<file path="config.mk">
export PLATFORM = sky130hd
export DESIGN_NAME = link_receive_watchdog
export DESIGN_NICKNAME = d
export VERILOG_FILES = /design/src/rtl/lrw_pkg.sv /design/src/rtl/lrw_event.sv /design/src/rtl/link_receive_watchdog.sv
export SDC_FILE = /design/constraint.sdc
export NUM_CORES = 1
export LEC_CHECK = 0
export ABC_CLOCK_PERIOD_IN_PS = 3980
export BUFFER_PORTS_ARGS = -buffer_cell sky130_fd_sc_hd__clkbuf_2
export CAP_MARGIN = 20
export CORE_MARGIN = 2
export CORE_UTILIZATION = 45
export DETAILED_ROUTE_END_ITERATION = 10
export GPL_TIMING_DRIVEN = 0
export PLACE_DENSITY = 0.72
export SYNTH_ARGS = -nofsm -noshare
export SYNTH_HDL_FRONTEND = slang
export SYNTH_HIERARCHICAL = 1
export SYNTH_SLANG_ARGS = --single-unit
</file>
<file path="constraint.sdc">
create_clock -name aclk -period 3.98 [get_ports aclk]
set_clock_uncertainty 0.15 [all_clocks]
set_input_delay 1.194 -clock aclk [delete_from_list [all_inputs] [get_ports aclk]]
set_output_delay 1.194 -clock aclk [all_outputs]
set_load 0.03 [all_outputs]
</file>
<file path="src/rtl/lrw_pkg.sv">
`default_nettype none

package lrw_pkg;

    // Field widths
    localparam int unsigned FUNC_W  = 4;
    localparam int unsigned TICKS_W = 32;
    localparam int unsigned IN_TDATA_W  = 8;
    localparam int unsigned OUT_TDATA_W = 40;

    // Register indexes on the configuration port
    localparam logic CFG_PERIOD   = 1'b0;
    localparam logic CFG_ECHO_TMO = 1'b1;

    // Register reset values
    localparam logic [TICKS_W-1:0] PERIOD_RESET   = 32'd1000;
    localparam logic [TICKS_W-1:0] ECHO_TMO_RESET = 32'd500;

    // Event codes; codes 10 to 15 are ignored
    typedef enum logic [FUNC_W-1:0] {
        EV_TICK     = 4'd0,
        EV_BEACON   = 4'd1,
        EV_ANOMALY  = 4'd2,
        EV_MESSAGE  = 4'd3,
        EV_REPLY    = 4'd4,
        EV_BACKLOG  = 4'd5,
        EV_CONNECT  = 4'd6,
        EV_SENDTMO  = 4'd7,
        EV_CANCEL   = 4'd8,
        EV_SHUTDOWN = 4'd9
    } lrw_event_t;

    // Watchdog state carried from one item to the next
    typedef struct packed {
        logic               reply_awaited;
        logic               beacon_suspect;
        logic               probe_late;
        logic               closing;
        logic               armed;
        logic [TICKS_W-1:0] countdown;
    } lrw_state_t;

    // Input item
    typedef struct packed {
        logic [FUNC_W-1:0] func;
        logic              receiver_busy;
        logic              echo_queued;
    } lrw_item_t;

    // Result item
    typedef struct packed {
        logic               echo_request;
        logic               disconnect_circuit;
        logic               circuit_responsive;
        logic               timer_running;
        logic [TICKS_W-1:0] remaining_ticks;
        logic               probe_pending;
    } lrw_result_t;

endpackage

`default_nettype wire

</file>
<file path="src/rtl/lrw_event.sv">
`default_nettype none

module lrw_event
    import lrw_pkg::*;
(
    input  wire lrw_state_t         state_cur,
    input  wire lrw_item_t          item,
    input  wire logic [TICKS_W-1:0] period_ticks,
    input  wire logic [TICKS_W-1:0] echo_timeout_ticks,
    output lrw_state_t              state_upd,
    output lrw_result_t             result
);

    logic echo;
    logic disc;
    logic resp;
    logic expiring;

    assign expiring = state_cur.armed && (state_cur.countdown[TICKS_W-1:1] == '0);

    // Apply one event to the watchdog state.
    always_comb begin
        state_upd = state_cur;
        echo = 1'b0;
        disc = 1'b0;
        resp = 1'b0;
        unique case (item.func)
            EV_TICK: begin
                if (expiring) begin
                    // The timer stops first; each branch may restart it.
                    state_upd.armed = 1'b0;
                    state_upd.countdown = '0;
                    if (state_cur.closing) begin
                        state_upd.armed = 1'b0;
                    end else if (state_cur.reply_awaited) begin
                        if (item.receiver_busy) begin
                            state_upd.armed = 1'b1;
                            state_upd.countdown = echo_timeout_ticks;
                        end else begin
                            disc = 1'b1;
                            state_upd.probe_late = 1'b1;
                        end
                    end else if (item.receiver_busy) begin
                        state_upd.armed = 1'b1;
                        state_upd.countdown = period_ticks;
                    end else begin
                        state_upd.probe_late = 1'b0;
                        echo = 1'b1;
                        state_upd.reply_awaited = item.echo_queued;
                        state_upd.armed = 1'b1;
                        state_upd.countdown = echo_timeout_ticks;
                    end
                end else if (state_cur.armed) begin
                    state_upd.countdown = state_cur.countdown - 32'd1;
                end
            end
            EV_BEACON: begin
                if (!(state_cur.closing || state_cur.beacon_suspect
                      || state_cur.reply_awaited)) begin
                    state_upd.armed = 1'b1;
                    state_upd.countdown = period_ticks;
                end
            end
            EV_ANOMALY: begin
                state_upd.beacon_suspect = 1'b1;
            end
            EV_MESSAGE: begin
                if (!(state_cur.closing || state_cur.reply_awaited)) begin
                    state_upd.beacon_suspect = 1'b0;
                    state_upd.armed = 1'b1;
                    state_upd.countdown = period_ticks;
                end
            end
            EV_REPLY: begin
                if (state_cur.reply_awaited && !state_cur.closing) begin
                    if (state_cur.probe_late) begin
                        state_upd.probe_late = 1'b0;
                        echo = 1'b1;
                        state_upd.reply_awaited = item.echo_queued;
                        state_upd.armed = 1'b1;
                        state_upd.countdown = echo_timeout_ticks;
                    end else begin
                        state_upd.reply_awaited = 1'b0;
                        resp = 1'b1;
                        state_upd.armed = 1'b1;
                        state_upd.countdown = period_ticks;
                    end
                end
            end
            EV_BACKLOG: begin
                if (state_cur.reply_awaited && !state_cur.closing) begin
                    state_upd.armed = 1'b1;
                    state_upd.countdown = echo_timeout_ticks;
                end
            end
            EV_CONNECT: begin
                if (!state_cur.closing) begin
                    state_upd.armed = 1'b1;
                    state_upd.countdown = period_ticks;
                end
            end
            EV_SENDTMO: begin
                if (!(state_cur.reply_awaited || state_cur.closing)) begin
                    echo = 1'b1;
                    state_upd.reply_awaited = item.echo_queued;
                    state_upd.armed = 1'b1;
                    state_upd.countdown = echo_timeout_ticks;
                end
            end
            EV_CANCEL: begin
                state_upd.armed = 1'b0;
                state_upd.countdown = '0;
            end
            EV_SHUTDOWN: begin
                state_upd.closing = 1'b1;
                state_upd.armed = 1'b0;
                state_upd.countdown = '0;
            end
            default: begin
                state_upd = state_cur;
            end
        endcase
    end

    // Strobes and status after the event.
    always_comb begin
        result.echo_request       = echo;
        result.disconnect_circuit = disc;
        result.circuit_responsive = resp;
        result.timer_running      = state_upd.armed;
        result.remaining_ticks    = state_upd.armed ? state_upd.countdown : '0;
        result.probe_pending      = state_upd.reply_awaited;
    end

endmodule

`default_nettype wire

</file>
<file path="src/rtl/link_receive_watchdog.sv">
`default_nettype none

// Channel   Direction  tdata fields (lowest bit up)
// s_        in         func[3:0], receiver_busy[4], echo_queued[5], zero[7:6]
// m_        out        echo_request[0], disconnect_circuit[1],
//                      circuit_responsive[2], timer_running[3],
//                      remaining_ticks[35:4], probe_pending[36], zero[39:37]
// cfg_      in         index 0 period_ticks, index 1 echo_timeout_ticks
//
// One item per cycle sustained while m_ does not stall. An accepted item waits
// in an input register; the event logic updates the state as the item moves
// to the result register, which drives m_, so each item sees the
// state left by the one before. A stall on m_ holds the result register and
// then the input register; s_tready drops only when both are full.
// Reset (aresetn low, synchronous) empties both stages and loads the
// register defaults and the watchdog reset state.

module link_receive_watchdog
    import lrw_pkg::*;
(
    input  wire logic                   aclk,
    input  wire logic                   aresetn,
    input  wire logic                   s_tvalid,
    output logic                        s_tready,
    input  wire logic [IN_TDATA_W-1:0]  s_tdata,   // func, receiver_busy, echo_queued
    output logic                        m_tvalid,
    input  wire logic                   m_tready,
    output logic [OUT_TDATA_W-1:0]      m_tdata,   // echo_request, disconnect_circuit,
                                                   // circuit_responsive, timer_running,
                                                   // remaining_ticks, probe_pending
    input  wire logic                   cfg_we,
    input  wire logic                   cfg_index,
    input  wire logic [TICKS_W-1:0]     cfg_wdata
);

    logic               in_valid_reg;
    lrw_item_t          in_item_reg;
    logic               out_valid_reg;
    lrw_result_t        out_result_reg;
    lrw_state_t         state_reg;
    lrw_state_t         state_next;
    lrw_result_t        result_next;
    logic [TICKS_W-1:0] period_reg;
    logic [TICKS_W-1:0] echo_tmo_reg;
    logic               advance;
    logic               s_accept;

    assign advance  = in_valid_reg && (!out_valid_reg || m_tready);
    assign s_tready = !in_valid_reg || advance;
    assign s_accept = s_tvalid && s_tready;

    // Configuration registers.
    always_ff @(posedge aclk) begin
        if (!aresetn) begin
            period_reg   <= PERIOD_RESET;
            echo_tmo_reg <= ECHO_TMO_RESET;
        end else if (cfg_we) begin
            unique case (cfg_index)
                CFG_PERIOD:   period_reg   <= cfg_wdata;
                CFG_ECHO_TMO: echo_tmo_reg <= cfg_wdata;
                default:      period_reg   <= period_reg;
            endcase
        end
    end

    // Input stage.
    always_ff @(posedge aclk) begin
        if (!aresetn) begin
            in_valid_reg <= 1'b0;
        end else if (s_tready) begin
            in_valid_reg <= s_tvalid;
        end
    end

    always_ff @(posedge aclk) begin
        if (s_accept) begin
            in_item_reg.func          <= s_tdata[FUNC_W-1:0];
            in_item_reg.receiver_busy <= s_tdata[FUNC_W];
            in_item_reg.echo_queued   <= s_tdata[FUNC_W+1];
        end
    end

    // Event logic.
    lrw_event u_event (
        .state_cur          (state_reg),
        .item               (in_item_reg),
        .period_ticks       (period_reg),
        .echo_timeout_ticks (echo_tmo_reg),
        .state_upd          (state_next),
        .result             (result_next)
    );

    // Watchdog state moves on as each item leaves the input stage.
    always_ff @(posedge aclk) begin
        if (!aresetn) begin
            state_reg.reply_awaited  <= 1'b0;
            state_reg.beacon_suspect <= 1'b1;
            state_reg.probe_late     <= 1'b0;
            state_reg.closing        <= 1'b0;
            state_reg.armed          <= 1'b0;
            state_reg.countdown      <= '0;
        end else if (advance) begin
            state_reg <= state_next;
        end
    end

    // Result stage.
    always_ff @(posedge aclk) begin
        if (!aresetn) begin
            out_valid_reg <= 1'b0;
        end else if (advance) begin
            out_valid_reg <= 1'b1;
        end else if (m_tready) begin
            out_valid_reg <= 1'b0;
        end
    end

    always_ff @(posedge aclk) begin
        if (advance) begin
            out_result_reg <= result_next;
        end
    end

    assign m_tvalid = out_valid_reg;
    assign m_tdata  = {3'b000,
                       out_result_reg.probe_pending,
                       out_result_reg.remaining_ticks,
                       out_result_reg.timer_running,
                       out_result_reg.circuit_responsive,
                       out_result_reg.disconnect_circuit,
                       out_result_reg.echo_request};

`ifndef SYNTHESIS
    // A stopped timer always holds zero.
    assert property (@(posedge aclk) disable iff (!aresetn)
        !state_reg.armed |-> state_reg.countdown == '0)
        else $error("timer disarmed with a nonzero count");

    // Once shutting down, the timer never runs again.
    assert property (@(posedge aclk) disable iff (!aresetn)
        state_reg.closing |-> !state_reg.armed)
        else $error("timer armed while shutting down");

    // A probe and a disconnect never come from the same item.
    assert property (@(posedge aclk) disable iff (!aresetn)
        m_tvalid |-> !(out_result_reg.echo_request && out_result_reg.disconnect_circuit))
        else $error("echo request and disconnect in one result");

    // Both stages full and stalled means no new item is taken.
    assert property (@(posedge aclk) disable iff (!aresetn)
        (in_valid_reg && out_valid_reg && !m_tready) |-> !s_tready)
        else $error("input taken while both stages are stalled");
`endif

endmodule

`default_nettype wire
</file>
==> metrics.txt, run 1 <==
postcts setup bufs=0; pwr/cell area=382 mW/mm2; crit start category=flip-flop; Hold WS=307 ps; Req. time, crit path=3960 ps; vias after detailed routing=9,820; detailed placement HPWL=26,500 um; Distinct cells, synth=89; commonest non-fill, non-tap cells in the layout=244 x nand2_1, 103 x dfxtp_1, 84 x clkbuf_2; # nets final=1,305; Final Max Tran Viols=0; Worst Hold Path Cells=2; max_slew headroom=19.4%; count of final hold-check violations=0; CTS tree=built; die span in y=149 um; drt pass-1 iters=10; total CTS buffers=17; Async SR Flop Fraction=0%; RR Startpoint=in_item_reg[1]$_DFFE_PP_; DRC viols=0; All-Layer GR Usage=31.5%; status=completed; die width=149 um; CP cell instances=clkbuf_1 > clkbuf_1 > buf_1 > mux2i_1 > nor2_1 > a21oi_1 > nor3_1 > a221oi_1 > a21oi_1; vias in the first global route=8,782; Peak VDD IR=0.000311 V; Initial Util=46.2%; initial antenna violation count=0; commonest register cell after synthesis=dfxtp_1; LEAKAGE=4.07 nW; Synthesis Warnings=6; drt initial violations=1,380; worst hold path type=reg -> reg; Reg-to-Reg End=m_tdata[19]$_DFFE_PP_; Critical-path top delay cell=buf_1; number of synthesized flops with an enable pin=43; largest net degree at the start of global routing=47; CTS max path bufs=2; GP Congestion=1.06; port bufs=81; Root Driver=clkbuf_16; Syn-to-layout area delta=15.6%; drt total wl=35,000 um; final core utilization=53.4%; via/cell ratio=6.37; clock sink total=146; worst-margin pin slew=1200 ps; Hold Path Sink=state_reg[32]$_SDFFE_PN0P_; worst-path fanout max=10; IO Pins=88; share of post-route cells with drive strength above 1=16.0%; final setup margin=53.2 ps; fmax=255 MHz; CTS H-Tree Depth=4; DRT antenna net count=0; core area=0.0204 mm2; CTS clk-pin slew, worst paths=70 ps; final period utilization=98.7%; sequential fraction of the synthesis area=35.7%; RSZ-0062 raised after global routing=no; Hold Startpoint=state_reg[32]$_SDFFE_PN0P_; # setup viols final=0; total power=4.15 mW; first-pass GRT wire length=52,900 um; syn avg cell area=8.16 um2; row cnt=52; Post-Syn Instances=1,152; Seq cells post-synth=146; die area=0.0221 mm2; cts hold-fix bufs=0; CP arrival=3910 ps; Reg2Reg Setup Slack=50 ps; most common cell after layout, fill and taps aside=nand2_1; R2R depth=9; Crit Path Class=reg -> reg; Post-CTS Resized=2; setup slack after placement=-34.0 ps; WL/cell=22.7 um; Clk Latency, worst-skew pair=440 ps; crit path time final=3930 ps; # diodes=0; CP peak stage delay=700 ps; GR Overflow Total=0; max-cap viol count=0; Mapped Area=0.00940 mm2; Worst setup EP type=flip-flop
## synthesized netlist by cell type (6+ instances only)
cell,count,area (um2)
or2_2,6,37.5
a31oi_1,6,37.5
inv_1,21,78.8
nand2_1,244,916
nand4_1,17,106
nand2b_1,8,50.1
a22oi_1,7,52.6
buf_2,18,90.1
a21oi_1,48,240
mux2i_1,63,631
nand3_1,32,160
o21ai_0,34,170
a221oi_1,19,166
a221o_1,14,140
a21o_1,6,45.0
dfxtp_1,103,2060
nor3_1,42,210
a2111oi_0,6,52.6
edfxtp_1,43,1290
o211ai_1,6,45.0
and2_1,10,62.6
a21boi_1,9,67.6
or4_1,6,45.0
a21boi_0,43,323
a211oi_1,15,113
nor4_1,22,138
buf_1,6,22.5
o2bb2ai_1,6,52.6
mux2_2,14,158
o22ai_1,9,56.3
nor2_1,67,251
o31ai_1,10,75.1
clkbuf_1,64,240
nor2b_1,6,37.5
buf_4,11,82.6
## worst max-delay path: cells and delay by family (launching register included)
family          cells  cell delay [ps]
simple gates        2              110
buf+inv             3             1800
flops               1              370
mux                 1              270
compound gates      3              930
## final cells by class
cell class	instances	area, um2
clock buffer	19	475
fill	1956	9500
clock inverter	13	148
tap	270	338
inverter	22	82.6
multi-input combinational	878	5470
buffer	108	568
sequential	146	3350
timing repair buffer	85	434
## per-layer routing
metal / track usage (%) / part of all wire (%) / vias to the layer above
li1: - / - / 4443
met1: 46.2 / 43 / 4613
met2: 46.8 / 42 / 680
met3: 4.48 / 11 / 84
met4: 12.2 / 3.7 / 0
met5: 0 / 0 / -
## through the flow
stage | area (um2) | instances | setup TNS [ps]
after CTS | 10800 | 1541 | 0
after global placement | 10200 | 1505 | -7240
after floorplan | 9410 | 1154 | 0
final | 10900 | 1541 | 0
after global routing | 10900 | 1541 | 0
after detailed placement | 10200 | 1509 | -53.7
## logic make-up (layout without fill, tap and decap cells)
logic type	Yosys count	count (layout)	share of synthesized area, %
buf+inv	130	247	6.89
mux	77	77	8.38
flops	146	146	35.7
compound gates	293	293	23.1
simple gates	495	495	25.0
other cells	1	3	0.0399
xor+xnor	9	9	0.838
fa+ha+maj	1	1	0.133
## power breakdown
group | switching (mW) | total [mW] | internal (mW)
clock network | 0.737 | 1.70 | 0.967
registers | 0.0723 | 1.67 | 1.60
logic | 0.516 | 0.775 | 0.260
## how the worst max path moves through the flow
stage	startpoint	endpoint	slack, ps	cells after the start
2_1_floorplan	state_reg[9]$_SDFFE_PN0P_	state_reg[36]$_SDFFE_PN0P_	610	13
3_3_place_gp	state_reg[32]$_SDFFE_PN0P_	m_tdata[35]$_DFFE_PP_	-530	8
3_5_place_dp	state_reg[32]$_SDFFE_PN0P_	m_tdata[35]$_DFFE_PP_	-30	8
4_1_cts	state_reg[10]$_SDFFE_PN0P_	m_tdata[13]$_DFFE_PP_	130	9
5_1_grt	state_reg[32]$_SDFFE_PN0P_	state_reg[3]$_SDFFE_PN0P_	4	10
6_report	in_item_reg[1]$_DFFE_PP_	m_tdata[19]$_DFFE_PP_	50	9
Note: power is estimated with default switching activity, not from simulation.
==> run 2, diff against run 1 <==
Settings changed: ABC_AREA from default to 1.
==> run 2 against run 1 <==
Effect of this change:
- register-to-register slack better by 340 ps
- critical path depth increased by 5
- non-clock buffer count decreased by 2
- die area increased by 20%
- largest power group is now sequential cells
==> metrics.txt, run 2 <==
row cnt=58; max-cap viol count=0; RSZ-0062 raised after global routing=no; drt initial violations=1,668; Clk Latency, worst-skew pair=430 ps; Post-CTS Resized=0; DRT antenna net count=0; worst hold path type=reg -> reg; CTS clk-pin slew, worst paths=70 ps; max_slew headroom=42.4%; GP Congestion=1.02; Crit path top cell by count=nand2_1; WL/cell=21.7 um; largest net degree at the start of global routing=22; pwr/cell area=364 mW/mm2; Initial Util=45.5%; die area=0.0265 mm2; status=completed; # setup viols final=0; CTS tree=built; share of post-route cells with drive strength above 1=14.3%; Final Max Tran Viols=0; sequential fraction of the synthesis area=29.5%; Seq cells post-synth=146; DP Cell Count=2,301; CTS max path bufs=2; IO Pins=88; fmax=279 MHz; All-Layer GR Usage=38.3%; DRC viols=0; count of final hold-check violations=0; CTS H-Tree Depth=4; Peak VDD IR=0.000255 V; Crit Path Class=reg -> reg; syn avg cell area=6.02 um2; initial antenna violation count=0; Synth top area share=18.2%; worst-margin pin slew=864 ps; most common cell after layout, fill and taps aside=nand2_1; Synthesis Warnings=6; LEAKAGE=6.10 nW; Syn-to-layout area delta=12.3%; setup TNS=0 ps; Hold WS=332 ps; crit path time final=3580 ps; Post-Syn Instances=1,887; clock sink total=146; crit start category=flip-flop; drt pass-1 iters=5; biggest area consumer among synthesized cells=dfxtp_1; Critical-path top delay cell=nor2_1; commonest register cell after synthesis=dfxtp_1; cts hold-fix bufs=0; CP arrival=3760 ps; top-count cell post-synth=nand2_1; number of synthesized flops with an enable pin=43; vias in the first global route=12,000; # nets final=2,037; CP peak stage delay=580 ps; die width=163 um; Distinct cells, synth=40; via/cell ratio=5.71; die span in y=163 um; Mapped Area=0.0114 mm2; cell family with most CP delay=simple AND/OR/NAND/NOR gates; final period utilization=90.0%; port bufs=81; CP cell instances=buf_2 > clkinv_1 > nand2_1 > nor2_4 > nor2_1 > o21ai_0 > nor2_1 > nand2_1 > nand2_1 > inv_1 > inv_1 > nand3_1 > nand2_1 > nor2_1; detailed placement HPWL=39,900 um; worst-path fanout max=10; CP Buf/Inv Count=4; total CTS buffers=17; Worst setup EP type=flip-flop; drt total wl=50,700 um; final std cells w/o fill=2,333; core area=0.0250 mm2; commonest non-fill, non-tap cells in the layout=479 x nand2_1, 296 x nor2_1, 207 x inv_1; Async SR Flop Fraction=0%; GR Overflow Total=0; total power=4.64 mW; top cells by area, synth=dfxtp_1 18%, nand2_1 16%, edfxtp_1 11%; vias after detailed routing=13,300; postcts setup bufs=0; Req. time, crit path=4150 ps; Root Driver=clkbuf_16; Post-synth top cells=479 x nand2_1, 296 x nor2_1, 207 x inv_1; first-pass GRT wire length=75,100 um; # diodes=0
[run 2: cell count changes after synthesis, moves of 32 or more]
cell	previous run	this run
buf_2	18	50
nor2_1	67	296
nor2_2	0	42
a21boi_0	43	0
o211ai_1	6	43
clkbuf_1	64	28
nand3_1	32	157
nand2_1	244	479
inv_1	21	207
mux2i_1	63	0
o21ai_0	34	188
[run 2: metal layers]
metal / part of all wire (%) / wire length, um / track usage (%) / up-vias
met2: 43 / 21600 / 58.7 / 859
met1: 43 / 21600 / 54.0 / 6047
met4: 4.1 / 2060 / 15.0 / 0
li1: - / - / - / 6294
met3: 11 / 5450 / 5.65 / 116
met5: 0 / 0 / 0 / -
[run 2: report_power, final]
part	total, mW	switching, mW	internal (mW)
logic	1.30	0.934	0.364
clock network	1.57	0.749	0.817
registers	1.78	0.144	1.63
total	4.64	1.83	2.81
[run 2: worst reg2reg max path: stages (launching register included)]
cell	delay (ps)
dfxtp_1	330
buf_2	290
clkinv_1	450
nand2_1	530
nor2_4	170
nor2_1	590
o21ai_0	160
nor2_1	330
nand2_1	100
nand2_1	120
inv_1	50
inv_1	50
nand3_1	70
nand2_1	70
nor2_1	40
[run 2: area by class of cell]
type                            count  area (um2)
Buffer                            109         633
Sequential cell                   146        3350
Clock inverter                     15         123
Multi-Input combinational cell   1411        6540
Tap cell                          330         413
Inverter                          223         837
Timing Repair Buffer               82         433
Fill cell                        2707       12200
Clock buffer                       17         425
[run 2: path summary, 6_finish.rpt]
path,start,to,slack [ps],depth (start not counted)
worst min register to register,echo_tmo_reg[7]$_SDFFE_PN1P_,echo_tmo_reg[7]$_SDFFE_PN1P_,330,2
worst min-delay path,echo_tmo_reg[7]$_SDFFE_PN1P_,echo_tmo_reg[7]$_SDFFE_PN1P_,330,2
worst max register to register,state_reg[34]$_SDFFE_PN0P_,state_reg[27]$_SDFFE_PN0P_,400,14
worst max-delay path,state_reg[34]$_SDFFE_PN0P_,state_reg[27]$_SDFFE_PN0P_,400,14
[run 2: logic make-up (layout without fill, tap and decap cells)]
family	Yosys count	after routing	synth area share (%)
xor+xnor	4	4	0.309
compound gates	349	349	16.9
other cells	1	3	0.0330
fa+ha+maj	1	1	0.110
simple gates	1054	1054	40.2
buf+inv	332	446	13.0
flops	146	146	29.5
[run 2: per-stage QoR]
stage | worst slack (ps) | instance area, um2 | utilization (%)
floorplan | 1130 | 11400 | -
global placement | 675 | 12200 | 48.8
detailed placement | 636 | 12200 | 48.9
CTS | 626 | 12800 | 51.1
global route | 412 | 12800 | 51.1
finish | 397 | 12800 | 51.1
